--- config.mk ---
export PLATFORM = sky130hd
export DESIGN_NAME = mvmb_mac
export DESIGN_NICKNAME = d
export VERILOG_FILES = /design/src/hw/rtl/mvmb_pkg.sv /design/src/hw/rtl/mvmb_mac.sv
export SDC_FILE = /design/constraint.sdc
export NUM_CORES = 1
export LEC_CHECK = 0
export ABC_AREA = 1
export BUFFER_PORTS_ARGS = -buffer_cell sky130_fd_sc_hd__buf_2
export CAP_MARGIN = 20
export CORE_ASPECT_RATIO = 0.7
export CORE_MARGIN = 2
export CORE_UTILIZATION = 59
export CTS_CLUSTER_SIZE = 8
export DETAILED_ROUTE_END_ITERATION = 10
export PLACE_DENSITY = 0.8
export SETUP_SLACK_MARGIN = 0.02
export SYNTH_ARGS = -nofsm -noshare
export SYNTH_HDL_FRONTEND = slang
export SYNTH_SLANG_ARGS = --single-unit
--- constraint.sdc ---
create_clock -name clk -period 5.6 [get_ports clk]
set_input_delay 0.28 -clock clk [delete_from_list [all_inputs] [get_ports clk]]
set_output_delay 0.28 -clock clk [all_outputs]
set_load 0.01 [all_outputs]
--- src/hw/rtl/mvmb_pkg.sv ---
// Package with item types, codes and fixed widths of the matrix-vector block.
`default_nettype none

package mvmb_pkg;

  localparam int DATA_W    = 16;
  localparam int PROD_W    = 2 * DATA_W;
  localparam int SUM_W     = 48;
  localparam int FRAC_BITS = 12;
  localparam int COUNT_W   = 11;
  localparam int CFG_W     = 11;
  localparam int CFG_IDX_W = 2;

  localparam logic [1:0] OP_WEIGHT = 2'd0;
  localparam logic [1:0] OP_BIAS   = 2'd1;
  localparam logic [1:0] OP_ELEM   = 2'd2;

  localparam logic [CFG_IDX_W-1:0] REG_ROWS    = 2'd0;
  localparam logic [CFG_IDX_W-1:0] REG_COLS    = 2'd1;
  localparam logic [CFG_IDX_W-1:0] REG_BIAS_EN = 2'd2;

  typedef struct packed {
    logic [1:0]               opcode;
    logic [5:0]               row_index;
    logic [9:0]               col_index;
    logic signed [DATA_W-1:0] value;
    logic                     last_element;
  } mvmb_in_t;

  typedef struct packed {
    logic [5:0]              out_row;
    logic signed [SUM_W-1:0] row_sum;
    logic                    last_row;
    logic                    length_error;
  } mvmb_out_t;

  // Control that travels with one memory read into the multiply-accumulate pipe.
  typedef struct packed {
    logic valid;
    logic first;
  } mvmb_mac_ctrl_t;

endpackage

`default_nettype wire

--- src/hw/rtl/mvmb_mac.sv ---
// Multiply-accumulate pipeline fed by the weight and vector memory read ports.
`default_nettype none

module mvmb_mac (
  input  logic                          clk,
  input  logic                          rst,
  input  mvmb_pkg::mvmb_mac_ctrl_t      ctrl,
  input  logic signed [mvmb_pkg::DATA_W-1:0] w_data,
  input  logic signed [mvmb_pkg::DATA_W-1:0] v_data,
  output logic signed [mvmb_pkg::SUM_W-1:0]  acc,
  output logic                          busy
);

  import mvmb_pkg::*;

  mvmb_mac_ctrl_t           s1;
  mvmb_mac_ctrl_t           s2;
  logic signed [PROD_W-1:0] prod;
  logic signed [SUM_W-1:0]  prod_ext;

  assign prod_ext = {{(SUM_W - PROD_W){prod[PROD_W-1]}}, prod};
  assign busy     = s1.valid | s2.valid;

  always_ff @(posedge clk) begin
    if (rst) begin
      s1 <= '0;
      s2 <= '0;
    end else begin
      s1 <= ctrl;
      s2 <= s1;
    end
  end

  // Stage one sees the memory data; stage two folds the product into the sum.
  always_ff @(posedge clk) begin
    if (s1.valid) begin
      prod <= w_data * v_data;
    end
    if (s2.valid) begin
      acc <= s2.first ? prod_ext : acc + prod_ext;
    end
  end

endmodule

`default_nettype wire

==> results.sh, run 1 <==
export IMPL_pre_cts_ws_ns=-0.4207
export IMPL_syn_num_nets=2976
export IMPL_async_flop_share=0
export IMPL_initial_utilization=0.6010
export IMPL_postSynthAreaPerCell_um2=7.085
export IMPL_rsz0062_at_grt="true"
export IMPL_ant_nets=0
export IMPL_post_route_period_util=0.9720
export IMPL_hold_class="input port to flip-flop"
export IMPL_final_core_util=0.6655
export IMPL_synth_edf_count=80
export IMPL_crit_family="adder cells"
export IMPL_synth_cells=2548
export IMPL_die_h_um=150.4
export IMPL_worst_r2r_endpoint="acc[33]"
export IMPL_drt_iter0_drc=1571
export IMPL_synth_xor_area_share=0.01844
export IMPL_routedWlPerCell_um=16.52
export IMPL_timing_rr_start="prod[31]"
export IMPL_fin_ws_ns=0.1571
export IMPL_relSlewSlack=0.4023
export IMPL_track_usage=0.3406
export IMPL_yosys_area_share_simple=0.2647
export IMPL_fill_cells=2623
export IMPL_crit_chain="clkbuf_4 > nand2_1 > inv_1 > fa_2 > inv_1 > fa_1 > fa_1 > inv_1 > fa_1 > fa_1 > inv_1 > fa_1 > inv_1 > ha_1 > nand2_1 > nor2_1 > inv_1 > buf_4 > nor2_2 > nand4_1 > nand3_1 > xor2_2"
export IMPL_synth_ff_type="edfxtp_1"
export IMPL_synthAdderAreaFrac=0.3810
export IMPL_yosysWarnings=0
export IMPL_synthMuxAreaShare=0
export IMPL_grt_max_degree=39
export IMPL_grt_pass1_wl_um=82490
export IMPL_final_setup_skew_ns=0.01162
export IMPL_vias=16150
export IMPL_hold_end="s2[1]"
export IMPL_dpl_hpwl_um=44650
export IMPL_die_x_um=213.1
export IMPL_end_kind="flip-flop"
export IMPL_crit_path_frequent_cell="inv_1"
export IMPL_grt_pass1_vias=15740
export IMPL_yosys_area_top_type="fa_1"
export IMPL_core_mm2=0.03004
export IMPL_reg2reg_slack_ns=2.56
export IMPL_areaGrowthSynthToFinish_pct=10.73
export IMPL_synth_top_area_frac=0.2916
export IMPL_worstHoldStart="rst"
export IMPL_final_cells=3108
export IMPL_critPathMaxStageDelay_ns=0.63
export IMPL_io_buffers=84
export IMPL_crit_required_ns=5.80
export IMPL_yosysMostFrequentCell="nand2_1"
export IMPL_yosysUniqueCellTypes=37
export IMPL_hold_violations=0
export IMPL_ys_seq_area_frac=0.1375
export IMPL_rows=53
export IMPL_cts_buffers=9
export IMPL_antenna_found_initial=0
export IMPL_clock_path_buffers=2
export IMPL_path_buf_inv=8
export IMPL_slew_violations=0
export IMPL_synth_seq_cells=84
export IMPL_tightestPinTransition_ns=0.8965
export IMPL_clkTransAtPathRegs_ns=0.07
export IMPL_fp_dieArea_mm2=0.03204
export IMPL_via_per_inst=5.197
export IMPL_first_pass_iters=5
export IMPL_status="complete, no violations"
export IMPL_criticalPathCategory="input port to flip-flop"
export IMPL_overflow=0
export IMPL_cp_max_fo=10
export IMPL_period_minus_slack_ns=5.443
export IMPL_routed_wirelength_um=51360
export IMPL_gp_congestion=1.028
export IMPL_cts_tree="done"
export IMPL_crit_arrival_ns=5.64
export IMPL_rr_worst_depth=10
export IMPL_fmax_mhz=183.7
export IMPL_ys_top_cells_by_area="fa_1 29%, nand2_1 17%, inv_1 14%"
export IMPL_startpoint_type="input port"
export IMPL_whs_path_depth=2
export IMPL_cts_root_buf="clkbuf_16"
export IMPL_synth_area_mm2=0.01805
export IMPL_maxCapViolCount=0
export IMPL_setup_viol=0
export IMPL_htreeDepth=3
export IMPL_drive_gt1_frac=0.1235
export IMPL_critPathSlowestCell="fa_2"
export IMPL_nets=3119
export IMPL_synthTopCellsByCount="811 x nand2_1, 690 x inv_1, 263 x fa_1"
export IMPL_synth_top_family_by_area="adder cells"
export IMPL_synth_compound_area_frac=0.03652
export IMPL_dp_cells=3092
export IMPL_diodes=0
export IMPL_clock_sinks=84
export IMPL_drc_errors=0
export IMPL_ioPinCount=85
export IMPL_insertion_delay_ns=0.38
## registers in the layout, summed over array words and instances (netlist names)
| name | cells |
|---|---|
| s2 | 2 |
| s1 | 2 |
| acc | 48 |
| prod | 32 |
## layer usage
layer	up-vias	track usage	part of all wire
met5	-	0	0
met4	0	0.04685	0.0091
met3	46	0.1047	0.13
met2	681	0.4661	0.39
met1	7717	0.5346	0.47
li1	7708	-	-
## layout make-up
cell class | instances | area, µm² | area share
timing repair buffer | 199 | 1299 | 0.06497
tap | 412 | 515.5 | 0.02579
clock buffer | 9 | 225.2 | 0.01127
sequential | 84 | 2484 | 0.1242
clock inverter | 7 | 102.6 | 0.005132
multi-input combinational | 1687 | 12700 | 0.6353
inverter | 710 | 2665 | 0.1333
## worst max path at each step
stage,endpoint,from,cells past startpoint
after floorplan,prod[24],v_data[5],21
after global placement,prod[22],w_data[15],20
after detailed placement,prod[22],w_data[15],22
after CTS,prod[22],w_data[15],22
after global routing,prod[22],w_data[15],22
final,prod[22],w_data[15],22
## repair_timing
item                                    in CTS  in global routing
pin swaps                                    0                  1
endpoints found under the setup margin       1                 12
buffers inserted                             0                  0
hold buffers                                 0                  0
gates resized for setup                      1                 13
## worst reg2reg max path, delay by kind of cell, from the launching register on
kind                     cells  cell delay [ns]
AND/OR/NAND/NOR              9             1.39
flip-flops                   1             0.76
adder cells (fa/ha/maj)      1             0.56
## cells by family after synthesis
| group | count (synthesis) |
|---|---|
| adder cells (fa/ha/maj) | 392 |
| buffers and inverters | 777 |
| AND/OR/NAND/NOR | 1135 |
| XOR/XNOR | 38 |
| flip-flops | 84 |
| AO/OA/AOI/OAI | 122 |
## cell usage in the layout (no fill, tap or decap), drive strengths merged
cell	n
o31ai	1
a21boi	2
xnor2	12
xor2	26
nor2	133
buf	198
a21o	5
nand3b	3
o21a	2
nand2	831
clkinv	4
nand4	24
ha	129
nor3	19
nand3	101
and2	1
dfxtp	4
a21oi	74
clkbuf	10
fa	263
bufinv	2
or3	1
or2	22
edfxtp	80
inv	711
o211ai	1
o21ai	32
o21bai	5
## metrics by stage
| step | setup TNS, ns | area (µm²) | hold slack, ns |
|---|---|---|---|
| 4_1_cts | 0 | 19940 | 0.08658 |
| 5_1_grt | -0.001275 | 19990 | 0.1087 |
| 3_3_place_gp | -0.9573 | 19610 | 0.4007 |
| 2_1_floorplan | 0 | 18060 | 0.3512 |
| 3_5_place_dp | -1.688 | 19610 | 0.4178 |
| 6_report | 0 | 19990 | 0.09692 |
Power of run 1 is not shown: default switching activity piles up to over one toggle a cycle in this logic, so the estimate is an artifact.
==> inputs of run 2 (changes only) <==
Settings changed: CORE_UTILIZATION 59 to 60, PLACE_DENSITY 0.8 to 0.78.
Clock period 5.6 ns to 5.2 ns, I/O delays scaled along.
==> run 2 against run 1 <==
Worst hold slack lost 0.0050 ns. First-iteration DRC count increased by 6.0%. Sequential share of layout area decreased by 0.78 points. Final cell count rose by 1.6%. Critical path depth is 3 lower. Count of clock-buffer cells in the layout did not move. Critical endpoint is now prod[28]. Utilization grew 4.9 points. Design area increased by 6.7%.
==> results.sh, run 2 (same netlist as run 1, synthesis figures left out) <==
export IMPL_cp_max_fo=5
export IMPL_rr_worst_depth=15
export IMPL_cts_root_buf="clkbuf_16"
export IMPL_clkTransAtPathRegs_ns=0.07
export IMPL_core_mm2=0.02984
export IMPL_hold_violations=0
export IMPL_whs_ns=0.09189
export IMPL_insertion_delay_ns=0.37
export IMPL_largest_register_ff_count=48
export IMPL_cts_buffers=9
export IMPL_path_buf_inv=6
export IMPL_ant_nets=0
export IMPL_critPathMaxStageDelay_ns=0.53
export IMPL_routed_wirelength_um=52710
export IMPL_first_pass_iters=6
export IMPL_die_x_um=211.3
export IMPL_setup_viol=0
export IMPL_crit_chain="buf_6 > clkinvlp_4 > buf_6 > buf_12 > or2_2 > fa_1 > fa_1 > fa_1 > fa_1 > fa_1 > fa_1 > inv_1 > ha_1 > buf_4 > nand2_2 > o21ai_0 > a21oi_1 > nand4_1 > nand2_1"
export IMPL_pre_cts_ws_ns=-0.5549
export IMPL_htreeDepth=3
export IMPL_maxCapViolCount=0
export IMPL_antenna_found_initial=1
export IMPL_tightestPinTransition_ns=0.9519
export IMPL_grt_pass1_wl_um=84090
export IMPL_startpoint_type="input port"
export IMPL_clock_sinks=84
export IMPL_ioPinCount=85
export IMPL_clock_path_buffers=2
export IMPL_nets=3195
export IMPL_regMostFlops="acc"
export IMPL_overflow=0
export IMPL_crit_family="adder cells"
export IMPL_cts_tree="done"
export IMPL_criticalPathCategory="input port to flip-flop"
export IMPL_critPathSlowestCell="fa_1"
export IMPL_fin_ws_ns=0.04854
export IMPL_whs_path_depth=2
export IMPL_drt_iter0_drc=1666
export IMPL_areaGrowthSynthToFinish_pct=18.10
export IMPL_dpl_hpwl_um=45030
export IMPL_status="complete, no violations"
export IMPL_initial_utilization=0.6050
export IMPL_slew_violations=0
export IMPL_drc_errors=0
export IMPL_crit_path_frequent_cell="fa_1"
export IMPL_fill_cells=2502
export IMPL_grt_max_degree=49
export IMPL_fmax_mhz=194.1
export IMPL_via_per_inst=5.285
export IMPL_drive_gt1_frac=0.1898
export IMPL_track_usage=0.3485
export IMPL_grt_pass1_vias=16330
export IMPL_relSlewSlack=0.3654
export IMPL_die_h_um=149.1
export IMPL_final_common_cell="nand2_1"
export IMPL_rsz0062_at_grt="true"
export IMPL_post_route_period_util=0.9907
export IMPL_layout_common_cells="784 x nand2_1, 667 x inv_1, 251 x fa_1"
export IMPL_crit_arrival_ns=5.27
export IMPL_io_buffers=84
export IMPL_fp_dieArea_mm2=0.03151
export IMPL_period_minus_slack_ns=5.151
export IMPL_gp_congestion=1.057
export IMPL_diodes=0
export IMPL_cp_depth=19
export IMPL_final_setup_skew_ns=0.01337
export IMPL_hold_class="input port to flip-flop"
export IMPL_routedWlPerCell_um=16.70
export IMPL_vias=16680
export IMPL_rows=53
export IMPL_reg_largest_list="acc: 48 flops, prod: 32 flops"
export IMPL_end_kind="flip-flop"
export IMPL_crit_required_ns=5.32
[run 2: worst register-to-register path, delay by kind of cell (launching register included)]
family / cells / cell delay [ns]
AND/OR/NAND/NOR: 11 / 1.48
buffers and inverters: 2 / 0.29
adder cells (fa/ha/maj): 2 / 0.77
flip-flops: 1 / 0.36
[run 2: through the flow]
step                      setup TNS (ns)  cell area (µm²)  instances  utilization
final                                  0            21320       3157       0.7145
after global routing             -0.1908            21320       3157       0.7145
after CTS                              0            20520       3146       0.6875
after detailed placement          -6.109            20150       3130       0.6752
after global placement            -5.129            20150       3130       0.6752
after floorplan                        0            18300       2548            -
[run 2: area by class of cell]
cell class	instances	area (µm²)	share of cell area
sequential	84	2484	0.1165
clock buffer	9	225.2	0.01056
inverter	710	2671	0.1253
clock inverter	7	107.6	0.005047
timing repair buffer	275	2088	0.09795
tap	385	481.7	0.02259
multi-input combinational	1687	13260	0.6221
[run 2: repair_timing]
action,4_1_cts,5_1_grt
cloned,0,1
hold buffers,0,0
buffers inserted,0,10
endpoints found under the setup margin,8,18
gates resized for setup,13,207
pin swaps,2,49
[run 2: per-layer routing]
metal | wire, µm | GRT usage | part of all wire
met3 | 6770 | 0.1109 | 0.13
met5 | 14 | 0 | 0.00027
met1 | 23620 | 0.5250 | 0.45
met2 | 21700 | 0.4975 | 0.41
met4 | 605 | 0.05634 | 0.011
[run 2: worst paths after layout]
check | startpoint | to | slack (ns)
hold reg to reg | s1[0] | s2[0] | 0.41
hold / removal | rst | s2[1] | 0.09
setup reg to reg | acc[0] | acc[32] | 2.05
setup / recovery | v_data[15] | prod[28] | 0.05
Power of run 2 is left out for the same reason.
==> inputs of run 3 (changes only) <==
Settings changed: RECOVER_POWER set to 50.
==> run 3 against run 2 <==
The run now ends with max-capacitance violations, max-slew violations left. Flip-flop and latch count stayed put. Highest routed layer unchanged. Via count is 0.24% lower. Setup slack improved by 0.018 ns. Global-route usage is the same. Fmax grew 0.36%. Utilization down 0.25 points. Register-to-register slack about the same. Die area unchanged. Critical path depth did not move. Clock skew shrank 0.00092 ns. Routed wire length is essentially flat. Design area decreased by 0.35%.
==> results.sh, run 3 (same netlist as run 1, synthesis figures left out) <==
export IMPL_gp_congestion=1.057
export IMPL_clock_path_buffers=2
export IMPL_dpl_hpwl_um=45030
export IMPL_final_cells=3157
export IMPL_antenna_found_initial=1
export IMPL_clkTransAtPathRegs_ns=0.07
export IMPL_whs_path_depth=3
export IMPL_relSlewSlack=-1.050
export IMPL_reg_largest_list="acc: 48 flops, prod: 32 flops"
export IMPL_routedWlPerCell_um=16.68
export IMPL_dp_cells=3130
export IMPL_hold_end="s1[0]"
export IMPL_routed_wirelength_um=52670
export IMPL_fp_dieArea_mm2=0.03151
export IMPL_io_buffers=84
export IMPL_die_h_um=149.1
export IMPL_cts_root_buf="clkbuf_16"
export IMPL_startpoint_type="input port"
export IMPL_final_area_mm2=0.02125
export IMPL_insertion_delay_ns=0.37
export IMPL_slew_violations=83
export IMPL_timing_rr_start="acc[0]"
export IMPL_drt_iter0_drc=1646
export IMPL_setup_viol=0
export IMPL_crit_required_ns=5.33
export IMPL_seqCellArea_mm2=0.002482
export IMPL_fill_cells=2540
export IMPL_core_mm2=0.02984
export IMPL_grt_pass1_vias=16330
export IMPL_ioPinCount=85
export IMPL_cts_tree="done"
export IMPL_violations="max-capacitance violations, max-slew violations"
export IMPL_largest_register_ff_count=48
export IMPL_via_per_inst=5.272
export IMPL_fmax_mhz=194.8
export IMPL_regMostFlops="acc"
export IMPL_final_setup_skew_ns=0.01245
export IMPL_areaGrowthSynthToFinish_pct=17.69
export IMPL_end_kind="flip-flop"
export IMPL_criticalPathCategory="input port to flip-flop"
export IMPL_status="complete, but fails checks"
export IMPL_final_common_cell="nand2_1"
export IMPL_drc_errors=0
export IMPL_layout_common_cells="784 x nand2_1, 667 x inv_1, 251 x fa_1"
export IMPL_nets=3195
export IMPL_die_x_um=211.3
export IMPL_grt_max_degree=49
export IMPL_initial_utilization=0.6050
export IMPL_worst_r2r_endpoint="acc[32]"
export IMPL_track_usage=0.3485
export IMPL_rsz0062_at_grt="true"
export IMPL_multiInputGateArea_mm2=0.01326
export IMPL_first_pass_iters=5
export IMPL_crit_arrival_ns=5.26
export IMPL_tightestPinTransition_ns=3.076
export IMPL_htreeDepth=3
export IMPL_post_route_period_util=0.9871
export IMPL_ant_nets=0
export IMPL_period_minus_slack_ns=5.133
export IMPL_hold_violations=0
export IMPL_overflow=0
export IMPL_place_area_mm2=0.02015
export IMPL_cts_buffers=9
export IMPL_clock_sinks=84
export IMPL_vias=16640
export IMPL_grt_pass1_wl_um=84090
export IMPL_rows=53
export IMPL_maxCapViolCount=2
export IMPL_rr_worst_depth=15
export IMPL_worstHoldStart="ctrl[0]"
export IMPL_diodes=0
export IMPL_hold_class="input port to flip-flop"
export IMPL_drive_gt1_frac=0.1706
export IMPL_cp_max_fo=5
export IMPL_reg2reg_slack_ns=2.04
run 3: metrics by stage:
| stage | setup TNS, ns | setup slack, ns | hold slack, ns | util |
|---|---|---|---|---|
| after floorplan | 0 | 0.02251 | 0.3312 | - |
| after global placement | -5.129 | -0.5174 | 0.3908 | 0.6752 |
| after detailed placement | -6.109 | -0.5549 | 0.4052 | 0.6752 |
| after CTS | 0 | 0.02911 | 0.08278 | 0.6875 |
| after global routing | -0.3223 | -0.09314 | 0.1093 | 0.7120 |
| final | 0 | 0.06703 | 0.09298 | 0.7120 |
run 3: worst max path at each step:
stage,start,end,slack (ns),cells after the start
3_3_place_gp,v_data[4],prod[22],-0.52,22
5_1_grt,w_data[15],prod[31],-0.09,20
6_report,v_data[15],prod[28],0.07,19
3_5_place_dp,w_data[15],prod[22],-0.55,22
2_1_floorplan,v_data[13],prod[24],0.02,19
4_1_cts,w_data[15],prod[29],0.03,20
run 3: final cells by class:
type	count	area share
multi-input combinational	1687	0.6242
inverter	710	0.1257
sequential	84	0.1168
timing repair buffer	275	0.09487
tap	385	0.02267
clock buffer	9	0.01060
clock inverter	7	0.005064
run 3: worst max-delay path, stage by stage:
cell        delay, ns
buf_6            0.07
clkinvlp_4       0.10
buf_6            0.14
buf_12           0.12
or2_2            0.28
fa_1             0.46
fa_1             0.51
fa_1             0.43
fa_1             0.53
fa_1             0.43
fa_1             0.49
inv_1            0.05
ha_1             0.32
buf_4            0.14
nand2_2          0.10
o21ai_0          0.49
a21oi_1          0.16
nand4_1          0.12
nand2_1          0.06
run 3: what timing repair did:
action,4_1_cts,5_1_grt
buffers inserted,0,10
setup endpoints to repair,8,18
gates resized for setup,13,207
cloned,0,1
hold buffers,0,0
pin swaps,2,49
run 3: layer usage:
layer,vias up,wire length (µm),share of wire,track usage
li1,7876,-,-,-
met1,7916,23180,0.44,0.5250
met2,783,21630,0.41,0.4975
met3,65,7167,0.14,0.1109
met4,4,670,0.013,0.05634
met5,-,30,0.00057,0
Power of run 3 is left out for the same reason.
